### src/hdl/lobm_pkg.sv
// ----------------------------------------------------------------------------
// lobm_pkg: shared types and constants of the order book matcher
// Transaction structs, command and report codes, cell search token.
// ----------------------------------------------------------------------------
package lobm_pkg;

    localparam int MAX_ORDERS = 32;
    localparam int IDX_W      = $clog2(MAX_ORDERS);
    localparam int ID_W       = 32;
    localparam int PRICE_W    = 32;
    localparam int QTY_W      = 32;
    localparam int ARR_W      = 32;
    localparam int TRD_W      = 32;

    localparam logic [1:0] CMD_ADD     = 2'd0;
    localparam logic [1:0] CMD_CANCEL  = 2'd1;
    localparam logic [1:0] CMD_REPLACE = 2'd2;
    localparam logic [1:0] CMD_RSVD    = 2'd3;

    localparam logic SIDE_BUY = 1'b0;

    localparam logic [1:0] TIF_DAY = 2'd0;
    localparam logic [1:0] TIF_GTC = 2'd1;
    localparam logic [1:0] TIF_IOC = 2'd2;
    localparam logic [1:0] TIF_FOK = 2'd3;

    localparam logic [2:0] ST_NEW      = 3'd0;
    localparam logic [2:0] ST_PARTIAL  = 3'd1;
    localparam logic [2:0] ST_FILLED   = 3'd2;
    localparam logic [2:0] ST_CANCELED = 3'd3;
    localparam logic [2:0] ST_REJECTED = 3'd4;

    localparam logic [1:0] RR_NONE  = 2'd0;
    localparam logic [1:0] RR_DUP   = 2'd1;
    localparam logic [1:0] RR_NOLIQ = 2'd2;
    localparam logic [1:0] RR_FULL  = 2'd3;

    typedef struct packed {
        logic [1:0]         cmd;
        logic [ID_W-1:0]    ord_ref;
        logic               side;
        logic               order_kind;
        logic [1:0]         tif;
        logic [PRICE_W-1:0] price;
        logic [QTY_W-1:0]   quantity;
    } t_in;

    typedef struct packed {
        logic               is_trade;
        logic               last;
        logic [ID_W-1:0]    ord_ref_res;
        logic [ID_W-1:0]    rest_ord_ref;
        logic [TRD_W-1:0]   exec_seq;
        logic [PRICE_W-1:0] price_res;
        logic [QTY_W-1:0]   quantity_res;
        logic [QTY_W-1:0]   cum_qty;
        logic [QTY_W-1:0]   open_qty;
        logic [2:0]         status;
        logic [1:0]         rej_code;
    } t_out;

    // search parameters broadcast to every cell
    typedef struct packed {
        logic [ID_W-1:0]    id;
        logic               side;
        logic               market;
        logic [PRICE_W-1:0] price;
        logic [ARR_W-1:0]   arr_ctr;
    } t_srch;

    // token passed down the chain, one cell per cycle
    typedef struct packed {
        logic               vld;
        logic               dup_hit;
        logic [IDX_W-1:0]   dup_idx;
        logic               dup_side;
        logic [PRICE_W-1:0] dup_price;
        logic [QTY_W-1:0]   dup_open;
        logic [QTY_W-1:0]   dup_filled;
        logic               free_hit;
        logic [IDX_W-1:0]   free_idx;
        logic [QTY_W-1:0]   avail;
        logic               best_hit;
        logic [IDX_W-1:0]   best_idx;
        logic [ID_W-1:0]    best_id;
        logic [PRICE_W-1:0] best_price;
        logic [QTY_W-1:0]   best_open;
        logic [ARR_W-1:0]   best_age;
    } t_tok;

    typedef enum logic [1:0] {
        UPD_NONE,
        UPD_KILL,
        UPD_FILL,
        UPD_LOAD
    } t_upd_op;

    typedef struct packed {
        t_upd_op            op;
        logic [IDX_W-1:0]   idx;
        logic [ID_W-1:0]    id;
        logic               side;
        logic [PRICE_W-1:0] price;
        logic [QTY_W-1:0]   qty;
        logic [QTY_W-1:0]   filled;
        logic [ARR_W-1:0]   arr;
    } t_upd;

    typedef enum logic [1:0] {
        S_IDLE,
        S_SCAN,
        S_DECIDE
    } t_state;

    typedef enum logic [1:0] {
        PH_LOOKUP,
        PH_FIRST,
        PH_NEXT
    } t_phase;

    typedef enum logic [3:0] {
        DEC_NONE,
        DEC_NOTFOUND,
        DEC_CANCEL,
        DEC_REPLACE,
        DEC_DUP,
        DEC_NOLIQ,
        DEC_FILLED,
        DEC_TRADE,
        DEC_IOC,
        DEC_REST,
        DEC_FULL
    } t_dec;

endpackage

### src/hdl/lobm_cell.sv
// ----------------------------------------------------------------------------
// lobm_cell: one resting order slot of the book
// Holds one entry, folds it into the passing search token and applies
// updates addressed to its index.
// ----------------------------------------------------------------------------
module lobm_cell (
    input  logic                  i_clk,
    input  logic                  i_rst_n,
    input  logic [lobm_pkg::IDX_W-1:0] i_idx,
    input  lobm_pkg::t_srch       i_srch,
    input  lobm_pkg::t_upd        i_upd,
    input  lobm_pkg::t_tok        i_tok,
    output lobm_pkg::t_tok        o_tok
);

    logic                          r_valid;
    logic [lobm_pkg::ID_W-1:0]     r_id;
    logic                          r_side;
    logic [lobm_pkg::PRICE_W-1:0]  r_price;
    logic [lobm_pkg::QTY_W-1:0]    r_open;
    logic [lobm_pkg::QTY_W-1:0]    r_filled;
    logic [lobm_pkg::ARR_W-1:0]    r_arr;
    lobm_pkg::t_tok                r_tok;
    lobm_pkg::t_tok                n_tok;

    logic [lobm_pkg::ARR_W-1:0]    w_age;
    logic                          w_cross;
    logic                          w_pbetter;
    logic                          w_better;
    logic [lobm_pkg::QTY_W:0]      w_sum;
    logic                          w_sel;

    assign w_age   = i_srch.arr_ctr - r_arr;
    assign w_cross = r_valid && (r_side != i_srch.side) &&
                     (i_srch.market ||
                      ((i_srch.side == lobm_pkg::SIDE_BUY) ? (r_price <= i_srch.price)
                                                          : (r_price >= i_srch.price)));
    assign w_pbetter = (i_srch.side == lobm_pkg::SIDE_BUY) ? (r_price < i_tok.best_price)
                                                         : (r_price > i_tok.best_price);
    assign w_better = !i_tok.best_hit ||
                      ((r_price != i_tok.best_price) ? w_pbetter : (w_age > i_tok.best_age));
    assign w_sum = {1'b0, i_tok.avail} + {1'b0, r_open};
    assign w_sel = (i_upd.op != lobm_pkg::UPD_NONE) && (i_upd.idx == i_idx);

    always_comb begin
        n_tok = i_tok;
        if (!i_tok.dup_hit && r_valid && (r_id == i_srch.id)) begin
            n_tok.dup_hit    = 1'b1;
            n_tok.dup_idx    = i_idx;
            n_tok.dup_side   = r_side;
            n_tok.dup_price  = r_price;
            n_tok.dup_open   = r_open;
            n_tok.dup_filled = r_filled;
        end
        if (!i_tok.free_hit && !r_valid) begin
            n_tok.free_hit = 1'b1;
            n_tok.free_idx = i_idx;
        end
        if (w_cross) begin
            // saturating sum, only compared against the order quantity
            n_tok.avail = w_sum[lobm_pkg::QTY_W] ? '1 : w_sum[lobm_pkg::QTY_W-1:0];
            if (w_better) begin
                n_tok.best_hit   = 1'b1;
                n_tok.best_idx   = i_idx;
                n_tok.best_id    = r_id;
                n_tok.best_price = r_price;
                n_tok.best_open  = r_open;
                n_tok.best_age   = w_age;
            end
        end
    end

    always_ff @(posedge i_clk) begin
        if (!i_rst_n) begin
            r_valid   <= 1'b0;
            r_tok.vld <= 1'b0;
        end else begin
            r_tok <= n_tok;
            if (w_sel) begin
                case (i_upd.op)
                    lobm_pkg::UPD_KILL: begin
                        r_valid <= 1'b0;
                    end
                    lobm_pkg::UPD_FILL: begin
                        r_valid <= (r_open != i_upd.qty);
                    end
                    lobm_pkg::UPD_LOAD: begin
                        r_valid <= 1'b1;
                    end
                    default: begin
                        r_valid <= r_valid;
                    end
                endcase
            end
        end
    end

    always_ff @(posedge i_clk) begin
        if (w_sel && (i_upd.op == lobm_pkg::UPD_FILL)) begin
            r_open   <= r_open - i_upd.qty;
            r_filled <= r_filled + i_upd.qty;
        end else if (w_sel && (i_upd.op == lobm_pkg::UPD_LOAD)) begin
            r_id     <= i_upd.id;
            r_side   <= i_upd.side;
            r_price  <= i_upd.price;
            r_open   <= i_upd.qty;
            r_filled <= i_upd.filled;
            r_arr    <= i_upd.arr;
        end
    end

    assign o_tok = r_tok;

endmodule

### config.mk
export PLATFORM = sky130hd
export DESIGN_NAME = lobm_cell
export DESIGN_NICKNAME = d
export VERILOG_FILES = /design/src/hdl/lobm_pkg.sv /design/src/hdl/lobm_cell.sv
export SDC_FILE = /design/constraint.sdc
export NUM_CORES = 1
export LEC_CHECK = 0
export ABC_AREA = 1
export BUFFER_PORTS_ARGS = -buffer_cell sky130_fd_sc_hd__buf_2
export CAP_MARGIN = 20
export CELL_PAD_IN_SITES_DETAIL_PLACEMENT = 0
export CELL_PAD_IN_SITES_GLOBAL_PLACEMENT = 2
export CORE_ASPECT_RATIO = 0.5
export CORE_MARGIN = 5
export CORE_UTILIZATION = 30
export CTS_CLUSTER_SIZE = 40
export DETAILED_ROUTE_END_ITERATION = 16
export PLACE_DENSITY = 0.89
export REMOVE_ABC_BUFFERS = 1
export SETUP_SLACK_MARGIN = 0.02
export SLEW_MARGIN = 25
export SYNTH_ARGS = -nofsm -noshare
export SYNTH_HDL_FRONTEND = slang
export SYNTH_SLANG_ARGS = --single-unit
### constraint.sdc
create_clock -name i_clk -period 7.75 [get_ports i_clk]
set_clock_uncertainty 0.15 [all_clocks]
set_input_delay 0.775 -clock i_clk [delete_from_list [all_inputs] [get_ports i_clk]]
set_output_delay 0.775 -clock i_clk [all_outputs]
set_load 0.005 [all_outputs]
==> flow_metrics.env <==
export IMPL_slew_headroom_pct=34.8
export IMPL_syn_area_mm2=0.0282
export IMPL_cts_resized_gates=0
export IMPL_routedWlPerCell_um=23.2
export IMPL_yosys_top_cells_count="968 x nand2_1, 436 x edfxtp_1, 433 x inv_1"
export IMPL_clkSinkCount=438
export IMPL_hold_violations=0
export IMPL_coreArea_mm2=0.0932
export IMPL_layout_nets=4945
export IMPL_start_util_pct=30.3
export IMPL_period_share_pct=72.0
export IMPL_synthesis_yosys_warnings=0
export IMPL_status="completed"
export IMPL_synth_most_common_cell="nand2_1"
export IMPL_clock_latency_ps=620
export IMPL_utilization_pct=37.8
export IMPL_synth_area_top_cells="edfxtp_1 46%, nand2_1 13%, ha_1 9.8%"
export IMPL_crit_fanout=58
export IMPL_fin_crit_ps=5580
export IMPL_firstDrtPassIters=5
export IMPL_num_vias=27081
export IMPL_routed_wirelength_um=127000
export IMPL_cp_start_kind="flop"
export IMPL_cap_violations=0
export IMPL_clk_pin_slew_ps=70
export IMPL_synth_top_cell_by_area="edfxtp_1"
export IMPL_fmax_mhz=179
export IMPL_yosysTopAreaCellShare_pct=46.4
export IMPL_postCtsSetupBuffers=0
export IMPL_clockBufferDepth=3
export IMPL_leakagePower_nw=17.0
export IMPL_setup_tns_ps=0
export IMPL_die_area_mm2=0.101
export IMPL_die_x_um=444
export IMPL_grt_pass1_vias=26518
export IMPL_grt_first_pass_wirelength_um=177000
export IMPL_ys_seq_area_share_pct=46.5
export IMPL_antenna_found_initial=44
export IMPL_grt_usage_pct=23.8
export IMPL_die_h_um=227
export IMPL_hp_class="primary input to flop"
export IMPL_grt_max_degree=164
export IMPL_syn_area_per_cell_um2=8.38
export IMPL_antenna_left=0
export IMPL_drt_iter0_markers=2038
export IMPL_synthCells=3369
export IMPL_gp_congestion=0.936
export IMPL_fp_row_count=79
export IMPL_worstPathArrival_ps=5900
export IMPL_ir_worst_vdd_v=0.000144
export IMPL_dp_hpwl_um=102000
export IMPL_drive_gt1_share_pct=22.3
export IMPL_synthArstFlopShare_pct=0
export IMPL_via_per_inst=4.94
export IMPL_clock_root_buffer="clkbuf_16"
export IMPL_portBuffers=824
export IMPL_power_density_mw_per_mm2=177
export IMPL_worst_pin_slew_ps=977
export IMPL_final_setup_viol_count=0
export IMPL_drc=0
export IMPL_cts_made_buffers=47
export IMPL_htreeDepth=2
export IMPL_grt_ovfl_total=0
export IMPL_fill_cells=9834
export IMPL_synth_cell_type_count=44
export IMPL_ys_ff_latch=438
export IMPL_syn_to_final_growth_pct=24.9
export IMPL_crit_required_ps=8070
export IMPL_cp_end_kind="flop"
export IMPL_holdBufCountCts=0
export IMPL_synth_edf_count=436
export IMPL_cts_tree="yes"
export IMPL_path_class="flop to flop"
export IMPL_rsz0062_at_grt="false"
export IMPL_io_pins=825
export IMPL_synthFlopType="edfxtp_1"
export IMPL_maxSlewViolCount=0
==> critical path: stages (launching register included) <==
cell,delay [ps]
edfxtp_1,380
ha_1,190
inv_1,130
fa_1,260
nand2_1,70
nand2_1,60
o21ai_0,170
o21ai_0,450
nand3_1,130
nand2_1,200
nand4_1,160
nand3_1,120
nand2_1,70
ha_1,270
nand2_1,60
nor2_1,160
nand2_1,140
nor3_1,210
nand4_1,130
nand2_1,80
inv_1,40
a21oi_1,300
nand2_4,100
nand2_4,440
buf_4,630
nand2_1,120
nand2_1,90
==> area by class of cell <==
class	count	area, um2	area share (%)
Clock inverter	30	295	0.837
Clock buffer	55	1250	3.54
Tap cell	1255	1570	4.45
Inverter	435	1630	4.63
Multi-Input combinational cell	2408	13100	37.0
Timing Repair Buffer	841	4290	12.2
Antenna cell	22	55.1	0.156
Sequential cell	438	13100	37.2
==> final timing paths <==
check	startpoint	endpoint	slack [ps]	depth (start not counted)
hold reg to reg	r_id[13]	o_tok[109]	430	2
hold / removal	i_upd[126]	r_price[30]	180	1
setup / recovery	r_arr[0]	o_tok[42]	2170	26
setup reg to reg	r_arr[0]	o_tok[42]	2170	26
==> sequential cells by signal (all words and copies together), names as in the netlist <==
name / flops
r_id: 32
r_open: 32
r_valid: 1
r_filled: 32
r_price: 32
r_arr: 32
r_side: 1
o_tok: 276
==> kinds of logic (layout without fill, tap and decap cells) <==
kind of cell | count (synthesis) | after routing | share of synthesized area [%]
AOI/OAI and AO/OA | 590 | 590 | 11.2
xor gates and xnor gates | 91 | 91 | 2.82
adders and majority gates | 225 | 225 | 10.1
buffers and inverters | 523 | 1361 | 7.45
DFF | 438 | 438 | 46.5
other | 0 | 22 | 0
and+or+nand+nor | 1502 | 1502 | 22.0
==> placed cells by master (no fill, tap or decap), drive strengths merged <==
cell      count
o2111ai       2
a21boi        7
fa            4
nor4         14
xor2         49
nand2b        1
inv         436
clkinv       20
clkbuf       55
a211oi        4
diode        22
clkinvlp      4
o22ai         4
nor2        183
o21bai       10
buf         841
a211o         1
o211a         2
bufinv        5
or2          12
a21o         13
nand4        38
a31oi         7
and3          1
o21a         18
edfxtp      436
nand2       969
nand3b        9
o211ai       13
o21ai       284
a2111oi       1
nor3         30
xnor2        42
a21oi       224
ha          221
nand3       245
dfxtp         2
==> power breakdown <==
| group | switching [mW] | internal, mW |
|---|---|---|
| sequential | 0.0468 | 2.73 |
| clock | 1.08 | 1.32 |
| combinational | 0.646 | 0.399 |
==> per-stage QoR <==
stage / total power [mW] / setup WS [ps] / std cells / hold slack, ps / instance area (um2)
final: 6.23 / 2170 / 5484 / 177 / 35300
after global routing: 6.51 / 1640 / 5483 / 139 / 35300
after detailed placement: 3.86 / 1650 / 5377 / 414 / 33700
after CTS: 6.28 / 2160 / 5462 / 133 / 35200
after global placement: 3.86 / 1750 / 5377 / 410 / 33700
after floorplan: 3.33 / 75.3 / 3281 / 324 / 27800
==> layer usage <==
metal,part of all wire (%),vias to the layer above,GRT usage [%]
met5,0.021,-,0
met4,2.8,4,6.91
met3,5.4,194,3.52
met2,51,826,42.5
met1,41,13035,30.0
li1,-,13022,-
Power figures use the tool's default switching activity.
