## src/hdl/lobm_pkg.sv

```systemverilog
// ----------------------------------------------------------------------------
// lobm_pkg: shared types and constants of the order book matcher
// Transaction structs, command and report codes, cell search token.
// ----------------------------------------------------------------------------
package lobm_pkg;

    localparam int MAX_ORDERS = 32;
    localparam int IDX_W      = $clog2(MAX_ORDERS);
    localparam int ID_W       = 32;
    localparam int PRICE_W    = 32;
    localparam int QTY_W      = 32;
    localparam int ARR_W      = 32;
    localparam int TRD_W      = 32;

    localparam logic [1:0] CMD_ADD     = 2'd0;
    localparam logic [1:0] CMD_CANCEL  = 2'd1;
    localparam logic [1:0] CMD_REPLACE = 2'd2;
    localparam logic [1:0] CMD_RSVD    = 2'd3;

    localparam logic SIDE_BUY = 1'b0;

    localparam logic [1:0] TIF_DAY = 2'd0;
    localparam logic [1:0] TIF_GTC = 2'd1;
    localparam logic [1:0] TIF_IOC = 2'd2;
    localparam logic [1:0] TIF_FOK = 2'd3;

    localparam logic [2:0] ST_NEW      = 3'd0;
    localparam logic [2:0] ST_PARTIAL  = 3'd1;
    localparam logic [2:0] ST_FILLED   = 3'd2;
    localparam logic [2:0] ST_CANCELED = 3'd3;
    localparam logic [2:0] ST_REJECTED = 3'd4;

    localparam logic [1:0] RR_NONE  = 2'd0;
    localparam logic [1:0] RR_DUP   = 2'd1;
    localparam logic [1:0] RR_NOLIQ = 2'd2;
    localparam logic [1:0] RR_FULL  = 2'd3;

    typedef struct packed {
        logic [1:0]         cmd;
        logic [ID_W-1:0]    ord_ref;
        logic               side;
        logic               order_kind;
        logic [1:0]         tif;
        logic [PRICE_W-1:0] price;
        logic [QTY_W-1:0]   quantity;
    } t_in;

    typedef struct packed {
        logic               is_trade;
        logic               last;
        logic [ID_W-1:0]    ord_ref_res;
        logic [ID_W-1:0]    rest_ord_ref;
        logic [TRD_W-1:0]   exec_seq;
        logic [PRICE_W-1:0] price_res;
        logic [QTY_W-1:0]   quantity_res;
        logic [QTY_W-1:0]   cum_qty;
        logic [QTY_W-1:0]   open_qty;
        logic [2:0]         status;
        logic [1:0]         rej_code;
    } t_out;

    // search parameters broadcast to every cell
    typedef struct packed {
        logic [ID_W-1:0]    id;
        logic               side;
        logic               market;
        logic [PRICE_W-1:0] price;
        logic [ARR_W-1:0]   arr_ctr;
    } t_srch;

    // token passed down the chain, one cell per cycle
    typedef struct packed {
        logic               vld;
        logic               dup_hit;
        logic [IDX_W-1:0]   dup_idx;
        logic               dup_side;
        logic [PRICE_W-1:0] dup_price;
        logic [QTY_W-1:0]   dup_open;
        logic [QTY_W-1:0]   dup_filled;
        logic               free_hit;
        logic [IDX_W-1:0]   free_idx;
        logic [QTY_W-1:0]   avail;
        logic               best_hit;
        logic [IDX_W-1:0]   best_idx;
        logic [ID_W-1:0]    best_id;
        logic [PRICE_W-1:0] best_price;
        logic [QTY_W-1:0]   best_open;
        logic [ARR_W-1:0]   best_age;
    } t_tok;

    typedef enum logic [1:0] {
        UPD_NONE,
        UPD_KILL,
        UPD_FILL,
        UPD_LOAD
    } t_upd_op;

    typedef struct packed {
        t_upd_op            op;
        logic [IDX_W-1:0]   idx;
        logic [ID_W-1:0]    id;
        logic               side;
        logic [PRICE_W-1:0] price;
        logic [QTY_W-1:0]   qty;
        logic [QTY_W-1:0]   filled;
        logic [ARR_W-1:0]   arr;
    } t_upd;

    typedef enum logic [1:0] {
        S_IDLE,
        S_SCAN,
        S_DECIDE
    } t_state;

    typedef enum logic [1:0] {
        PH_LOOKUP,
        PH_FIRST,
        PH_NEXT
    } t_phase;

    typedef enum logic [3:0] {
        DEC_NONE,
        DEC_NOTFOUND,
        DEC_CANCEL,
        DEC_REPLACE,
        DEC_DUP,
        DEC_NOLIQ,
        DEC_FILLED,
        DEC_TRADE,
        DEC_IOC,
        DEC_REST,
        DEC_FULL
    } t_dec;

endpackage

```

## src/hdl/lobm_ctrl.sv

```systemverilog
// ----------------------------------------------------------------------------
// lobm_ctrl: command sequencer of the order book matcher
// Launches chain scans, decides trades and reports from the scan result,
// issues cell updates and holds the output register.
// ----------------------------------------------------------------------------
module lobm_ctrl (
    input  logic            i_clk,
    input  logic            i_rst_n,
    input  logic            i_in_valid,
    input  lobm_pkg::t_in   i_in,
    output logic            o_in_stall,
    output logic            o_out_valid,
    output lobm_pkg::t_out  o_out,
    input  logic            i_out_stall,
    output lobm_pkg::t_srch o_srch,
    output lobm_pkg::t_upd  o_upd,
    output lobm_pkg::t_tok  o_tok,
    input  lobm_pkg::t_tok  i_tok
);

    lobm_pkg::t_state               r_state;
    lobm_pkg::t_state               n_state;
    lobm_pkg::t_phase               r_phase;
    logic [1:0]                     r_cmd;
    logic [lobm_pkg::ID_W-1:0]      r_id;
    logic                           r_side;
    logic                           r_mkt;
    logic [1:0]                     r_tif;
    logic [lobm_pkg::PRICE_W-1:0]   r_price;
    logic [lobm_pkg::QTY_W-1:0]     r_qty;
    logic [lobm_pkg::QTY_W-1:0]     r_rem;
    lobm_pkg::t_tok                 r_res;
    logic                           r_inj_vld;
    logic [lobm_pkg::ARR_W-1:0]     r_arr_ctr;
    logic [lobm_pkg::TRD_W-1:0]     r_trd_ctr;
    lobm_pkg::t_out                 r_o;
    logic                           r_o_vld;

    logic                           w_accept;
    logic                           w_start;
    logic                           w_out_free;
    lobm_pkg::t_dec                 w_dec;
    logic [lobm_pkg::QTY_W-1:0]     w_filled;
    logic [lobm_pkg::QTY_W-1:0]     w_m;
    logic                           w_emit;
    lobm_pkg::t_out                 w_o;

    assign w_accept   = i_in_valid && (r_state == lobm_pkg::S_IDLE);
    assign w_start    = w_accept && (i_in.cmd != lobm_pkg::CMD_RSVD);
    assign w_out_free = !r_o_vld || !i_out_stall;
    assign w_filled   = r_qty - r_rem;
    assign w_m        = (r_rem < r_res.best_open) ? r_rem : r_res.best_open;
    assign w_emit     = (w_dec != lobm_pkg::DEC_NONE) && (w_dec != lobm_pkg::DEC_REPLACE);

    // decision on the latched scan result
    always_comb begin
        w_dec = lobm_pkg::DEC_NONE;
        if ((r_state == lobm_pkg::S_DECIDE) && w_out_free) begin
            if (r_phase == lobm_pkg::PH_LOOKUP) begin
                if (!r_res.dup_hit) begin
                    w_dec = lobm_pkg::DEC_NOTFOUND;
                end else if (r_cmd == lobm_pkg::CMD_CANCEL) begin
                    w_dec = lobm_pkg::DEC_CANCEL;
                end else begin
                    w_dec = lobm_pkg::DEC_REPLACE;
                end
            end else if ((r_phase == lobm_pkg::PH_FIRST) && r_res.dup_hit) begin
                w_dec = lobm_pkg::DEC_DUP;
            end else if ((r_phase == lobm_pkg::PH_FIRST) && (r_tif == lobm_pkg::TIF_FOK) &&
                         (r_res.avail < r_qty)) begin
                w_dec = lobm_pkg::DEC_NOLIQ;
            end else if (r_rem == '0) begin
                w_dec = lobm_pkg::DEC_FILLED;
            end else if (r_res.best_hit) begin
                w_dec = lobm_pkg::DEC_TRADE;
            end else if (r_mkt || (r_tif == lobm_pkg::TIF_IOC) ||
                         (r_tif == lobm_pkg::TIF_FOK)) begin
                w_dec = lobm_pkg::DEC_IOC;
            end else if (r_res.free_hit) begin
                w_dec = lobm_pkg::DEC_REST;
            end else begin
                w_dec = lobm_pkg::DEC_FULL;
            end
        end
    end

    always_comb begin
        n_state = r_state;
        unique case (r_state)
            lobm_pkg::S_IDLE: begin
                if (w_start) begin
                    n_state = lobm_pkg::S_SCAN;
                end
            end
            lobm_pkg::S_SCAN: begin
                if (i_tok.vld) begin
                    n_state = lobm_pkg::S_DECIDE;
                end
            end
            lobm_pkg::S_DECIDE: begin
                if (w_dec == lobm_pkg::DEC_REPLACE) begin
                    n_state = lobm_pkg::S_SCAN;
                end else if (w_dec == lobm_pkg::DEC_TRADE) begin
                    n_state = (r_rem != w_m) ? lobm_pkg::S_SCAN : lobm_pkg::S_DECIDE;
                end else if (w_dec != lobm_pkg::DEC_NONE) begin
                    n_state = lobm_pkg::S_IDLE;
                end
            end
            default: begin
                n_state = lobm_pkg::S_IDLE;
            end
        endcase
    end

    // result item and cell update
    always_comb begin
        w_o = '0;
        w_o.last         = 1'b1;
        w_o.ord_ref_res  = r_id;
        w_o.price_res    = r_price;
        w_o.quantity_res = r_qty;
        o_upd = '0;
        o_upd.op = lobm_pkg::UPD_NONE;
        case (w_dec)
            lobm_pkg::DEC_NOTFOUND: begin
                w_o.price_res    = '0;
                w_o.quantity_res = '0;
                w_o.status       = lobm_pkg::ST_REJECTED;
                w_o.rej_code     = lobm_pkg::RR_NONE;
            end
            lobm_pkg::DEC_CANCEL: begin
                w_o.price_res    = r_res.dup_price;
                w_o.quantity_res = r_res.dup_open + r_res.dup_filled;
                w_o.cum_qty      = r_res.dup_filled;
                w_o.status       = lobm_pkg::ST_CANCELED;
                o_upd.op  = lobm_pkg::UPD_KILL;
                o_upd.idx = r_res.dup_idx;
            end
            lobm_pkg::DEC_REPLACE: begin
                o_upd.op  = lobm_pkg::UPD_KILL;
                o_upd.idx = r_res.dup_idx;
            end
            lobm_pkg::DEC_DUP: begin
                w_o.status   = lobm_pkg::ST_REJECTED;
                w_o.rej_code = lobm_pkg::RR_DUP;
            end
            lobm_pkg::DEC_NOLIQ: begin
                w_o.status   = lobm_pkg::ST_REJECTED;
                w_o.rej_code = lobm_pkg::RR_NOLIQ;
            end
            lobm_pkg::DEC_FILLED: begin
                w_o.cum_qty = w_filled;
                w_o.status  = lobm_pkg::ST_FILLED;
            end
            lobm_pkg::DEC_TRADE: begin
                w_o.is_trade     = 1'b1;
                w_o.last         = 1'b0;
                w_o.rest_ord_ref = r_res.best_id;
                w_o.exec_seq     = r_trd_ctr;
                w_o.price_res    = r_res.best_price;
                w_o.quantity_res = w_m;
                o_upd.op  = lobm_pkg::UPD_FILL;
                o_upd.idx = r_res.best_idx;
                o_upd.qty = w_m;
            end
            lobm_pkg::DEC_IOC: begin
                w_o.cum_qty = w_filled;
                w_o.status  = (w_filled != '0) ? lobm_pkg::ST_PARTIAL
                                               : lobm_pkg::ST_CANCELED;
            end
            lobm_pkg::DEC_REST: begin
                w_o.cum_qty  = w_filled;
                w_o.open_qty = r_rem;
                w_o.status   = (w_filled != '0) ? lobm_pkg::ST_PARTIAL
                                                : lobm_pkg::ST_NEW;
                o_upd.op     = lobm_pkg::UPD_LOAD;
                o_upd.idx    = r_res.free_idx;
                o_upd.id     = r_id;
                o_upd.side   = r_side;
                o_upd.price  = r_price;
                o_upd.qty    = r_rem;
                o_upd.filled = w_filled;
                o_upd.arr    = r_arr_ctr;
            end
            lobm_pkg::DEC_FULL: begin
                w_o.cum_qty  = w_filled;
                w_o.status   = lobm_pkg::ST_REJECTED;
                w_o.rej_code = lobm_pkg::RR_FULL;
            end
            default: begin
                w_o.last = 1'b1;
            end
        endcase
    end

    always_ff @(posedge i_clk) begin
        if (!i_rst_n) begin
            r_state   <= lobm_pkg::S_IDLE;
            r_inj_vld <= 1'b0;
            r_o_vld   <= 1'b0;
            r_arr_ctr <= '0;
            r_trd_ctr <= '0;
        end else begin
            r_state   <= n_state;
            r_inj_vld <= w_start || (w_dec == lobm_pkg::DEC_REPLACE) ||
                         ((w_dec == lobm_pkg::DEC_TRADE) && (r_rem != w_m));
            if (w_emit) begin
                r_o_vld <= 1'b1;
            end else if (!i_out_stall) begin
                r_o_vld <= 1'b0;
            end
            if (w_dec == lobm_pkg::DEC_TRADE) begin
                r_trd_ctr <= r_trd_ctr + 1'b1;
            end
            if (w_dec == lobm_pkg::DEC_REST) begin
                r_arr_ctr <= r_arr_ctr + 1'b1;
            end
        end
    end

    always_ff @(posedge i_clk) begin
        if (w_emit) begin
            r_o <= w_o;
        end
        if ((r_state == lobm_pkg::S_SCAN) && i_tok.vld) begin
            r_res <= i_tok;
        end
        if (w_start) begin
            r_cmd   <= i_in.cmd;
            r_id    <= i_in.ord_ref;
            r_side  <= i_in.side;
            r_mkt   <= i_in.order_kind;
            r_tif   <= i_in.tif;
            r_price <= i_in.price;
            r_qty   <= i_in.quantity;
            r_rem   <= i_in.quantity;
            r_phase <= (i_in.cmd == lobm_pkg::CMD_ADD) ? lobm_pkg::PH_FIRST
                                                       : lobm_pkg::PH_LOOKUP;
        end else if (w_dec == lobm_pkg::DEC_REPLACE) begin
            // re-enter as a day limit add on the old side
            r_side  <= r_res.dup_side;
            r_mkt   <= 1'b0;
            r_tif   <= lobm_pkg::TIF_DAY;
            r_rem   <= r_qty;
            r_phase <= lobm_pkg::PH_FIRST;
        end else if (w_dec == lobm_pkg::DEC_TRADE) begin
            r_rem   <= r_rem - w_m;
            r_phase <= lobm_pkg::PH_NEXT;
        end
    end

    always_comb begin
        o_tok     = '0;
        o_tok.vld = r_inj_vld;
    end

    assign o_srch.id      = r_id;
    assign o_srch.side    = r_side;
    assign o_srch.market  = r_mkt;
    assign o_srch.price   = r_price;
    assign o_srch.arr_ctr = r_arr_ctr;

    assign o_in_stall  = (r_state != lobm_pkg::S_IDLE);
    assign o_out_valid = r_o_vld;
    assign o_out       = r_o;

endmodule

```

## config.mk

```make
export PLATFORM = sky130hd
export DESIGN_NAME = lobm_ctrl
export DESIGN_NICKNAME = d
export VERILOG_FILES = /design/src/hdl/lobm_pkg.sv /design/src/hdl/lobm_ctrl.sv
export SDC_FILE = /design/constraint.sdc
export NUM_CORES = 1
export LEC_CHECK = 0
export ABC_AREA = 1
export BUFFER_PORTS_ARGS = -buffer_cell sky130_fd_sc_hd__buf_2
export CORE_AREA = 3 3 449 451
export DETAILED_ROUTE_END_ITERATION = 6
export DIE_AREA = 0 0 452 454
export PLACE_DENSITY_LB_ADDON = 0.1
export SLEW_MARGIN = 25
export SYNTH_ARGS = -nofsm -noshare
export SYNTH_HDL_FRONTEND = slang
export SYNTH_SLANG_ARGS = --single-unit
```

## constraint.sdc

```tcl
create_clock -name i_clk -period 33.4 [get_ports i_clk]
set_input_delay 5.01 -clock i_clk [delete_from_list [all_inputs] [get_ports i_clk]]
set_output_delay 5.01 -clock i_clk [all_outputs]
set_load 0.05 [all_outputs]
```

==> qor.yml <==
status: "complete, no violations"
power.density_nw_per_um2: 77.8
clockRootBuffer: "clkbuf_16"
cts_inserted_buffers: 90
final_common_cell: "buf_2"
path_max_fanout: 96
grt_start_max_net_pins: 120
switching_power_w: 0.00157
path_clk_slew_ps: 60
wl_per_cell_um: 23.4
synth_top_cell_by_area: "edfxtp_1"
nFillCells: 21887
rows: 163
p_clk_share_pct: 27.2
routed_wl_um: 176000
placed_cells: 7336
viasPerCell: 3.93
finClkSkew_ps: 37.2
worstPathCellList: "buf_2, nand2_1, nand3_1, a21oi_1, inv_1, a21oi_4, nor2_2, nand2_8, buf_4, o21ai_0, buf_2"
critPathTopFamily: "buffers and inverters"
htree_levels: 3
start_util_pct: 18.6
yosysSeqAreaShare_pct: 53.5
power_frac_comb_pct: 41.7
cp-end-kind: "output pin"
io_buffers: 849
setup_viol_count_final: 0
hold_violations: 0
areaGrowthSynthToFinish_pct: 24.4
grt_pass1_vias: 29458
tns_ps: 0
worst_ep_required_time_ps: 28390
min_path_type: "reg -> reg"
leakagePower_nw: 19.7
layout.cells.non_filler: 7514
ys_dominant_reg_cell: "edfxtp_1"
drt_iter0_markers: 1769
cts_resized: 0
cap_violations: 0
synth_edf_count: 610
worst-path-buf-inv: 4
coreArea_um2: 198000
final_util_pct: 23.2
seq_power_share_pct: 31.1
fin_crit_ps: 13540
grt_pass1_wl_um: 237000
antenna_found_initial: 72
yosysWarnings: 0
ios: 1157
vdd_drop_max_mv: 0.0418
fin_nets: 5331
p_int_w: 0.00199
slew-limit-headroom_pct: 29.7
cts_setup_buffers: 0
maxClockFrequency_mhz: 73.8
worst-setup-path-type: "in -> out"
clk_latency_ps: 730
clkSinkCount: 678
rsz0062_at_grt: "no"
via_count: 29553
layout-drive-gt1-share_pct: 21.7
ant_nets: 0
syn_area_um2: 36800
cts_hold_buf: 0
tightest_slew_ps: 1050
cp_data_arrival_time_ps: 8530
cts_tree: "done"
postSynthCellCount: 3948
layout_common_cells: "849 x buf_2, 811 x nand2_1, 610 x edfxtp_1"
chipHeight_um: 454
synthArstFlopShare_pct: 0
die_w_um: 452
dr.pass1.iters: 5
overflow: 0
gr-usage-all-layers_pct: 16.4
crit_path_max_incr_delay_ps: 710
ys_types: 53
route.detailed.drc: 0
critPathMostFrequentCell: "buf_2"
dieArea_um2: 205000
sw_frac_of_total_pct: 44.2
drv_slew: 0
dp.final_hpwl_um: 141000
synth_area_leaders: "edfxtp_1 50%, nand2_1 8.3%, buf_4 6.7%"
clock_path_buffers: 3
synth-seq-cells: 678
period_share_pct: 40.6
synth_top_area_share_pct: 49.8
postSynthAreaPerCell_um2: 9.32
cp_slowest_cell: "buf_4"
critPathLaunchType: "input pin"
gp_congestion: 0.864
==> Yosys cell counts (3+ instances only) <==
library cell and count:
o21a_1 14, clkinv_1 3, nand2_1 814, ha_1 158, inv_1 466, nor3_1 52, buf_6 4, nor2_1 420
dfxtp_1 68, o211ai_2 8, nand2_2 4, a31oi_1 9, nand3b_1 5, nand3_1 233, a21o_1 9, xnor2_1 27
edfxtp_1 610, nor4_1 28, a21oi_1 231, xor2_1 96, a21boi_0 3, o21ai_0 180, buf_4 327, buf_2 49
nor2_4 3, o21bai_1 11, clkbuf_1 28, fa_1 3, buf_1 3, nand4_1 35, inv_2 14, o211ai_1 5
==> power groups by stage <==
| stage | Combinational [W] | Clock [W] | Sequential [W] |
|---|---|---|---|
| 3_5_place_dp | 0.00151 | 0 | 0.00113 |
| 2_1_floorplan | 0.000849 | 0 | 0.00125 |
| 6_report | 0.00148 | 0.000967 | 0.00111 |
| 5_1_grt | 0.00163 | 0.00104 | 0.00112 |
| 3_3_place_gp | 0.00151 | 0 | 0.00113 |
| 4_1_cts | 0.00152 | 0.00101 | 0.00111 |
==> routing by layer <==
layer  up-vias  track usage [%]  part of all wire, %
li1      14270                -                    -
met1     14086             18.8                   39
met2       932             30.6                   53
met3       235             3.49                  5.1
met4        30             4.60                  2.8
met5         -                0                 0.11
==> final timing paths <==
path / startpoint / endpoint / slack, ps / cells past startpoint
worst min-delay path: r_trd_ctr[30] / r_trd_ctr[30] / 460 / 2
worst max register to register: r_res[63] / r_rem[28] / 27380 / 24
worst max-delay path: i_out_stall / o_upd[84] / 19860 / 11
worst min register to register: r_trd_ctr[30] / r_trd_ctr[30] / 460 / 2
==> cell type report <==
type | count | area (µm²) | area share (%)
diodes | 13 | 32.5 | 0.0711
clock buffers | 117 | 2380 | 5.21
clock inverters | 48 | 504 | 1.10
inverters | 483 | 1830 | 4.00
multi-input cells | 2650 | 13500 | 29.5
flip-flops and latches | 678 | 19700 | 43.0
well taps | 2640 | 3300 | 7.22
repair buffers | 885 | 4530 | 9.90
==> flip-flops by register name (all words and copies together) (netlist names) <==
signal / count
o_out: 231
r_state: 2
o_out_valid: 1
r_trd_ctr: 32
r_res: 243
r_price: 32
r_qty: 32
r_cmd: 2
r_rem: 32
r_phase: 2
r_mkt: 1
r_id: 32
r_side: 1
r_arr_ctr: 32
r_inj_vld: 1
r_tif: 2
==> per-stage QoR <==
stage / worst slack [ps] / hold WS, ps / instance area [µm²] / total power (W)
after floorplan: 17500 / 445 / 37800 / 0.00210
after global routing: 19420 / 477 / 45800 / 0.00379
after CTS: 19530 / 466 / 45700 / 0.00364
final: 19860 / 464 / 45800 / 0.00356
after detailed placement: 19530 / 457 / 42900 / 0.00264
after global placement: 19620 / 454 / 42800 / 0.00264
==> tightest hold or removal path: cells and delay by family (launching register included) <==
family           cells  cell delay [ps]
flip-flops           1              310
AO/OA/AOI/OAI        1               50
AND/OR/NAND/NOR      1               60
==> logic make-up (layout without fill, tap and decap cells) <==
group | Yosys count | after routing | synth area share (%)
other | 1 | 288 | 0.0102
xor gates and xnor gates | 123 | 123 | 2.93
DFF | 678 | 678 | 53.5
adders and majority gates | 161 | 161 | 5.54
and+or+nand+nor | 1605 | 1605 | 18.1
AOI/OAI and AO/OA | 486 | 486 | 7.25
buffers and inverters | 894 | 1533 | 12.7
Power figures use the tool's default switching activity.
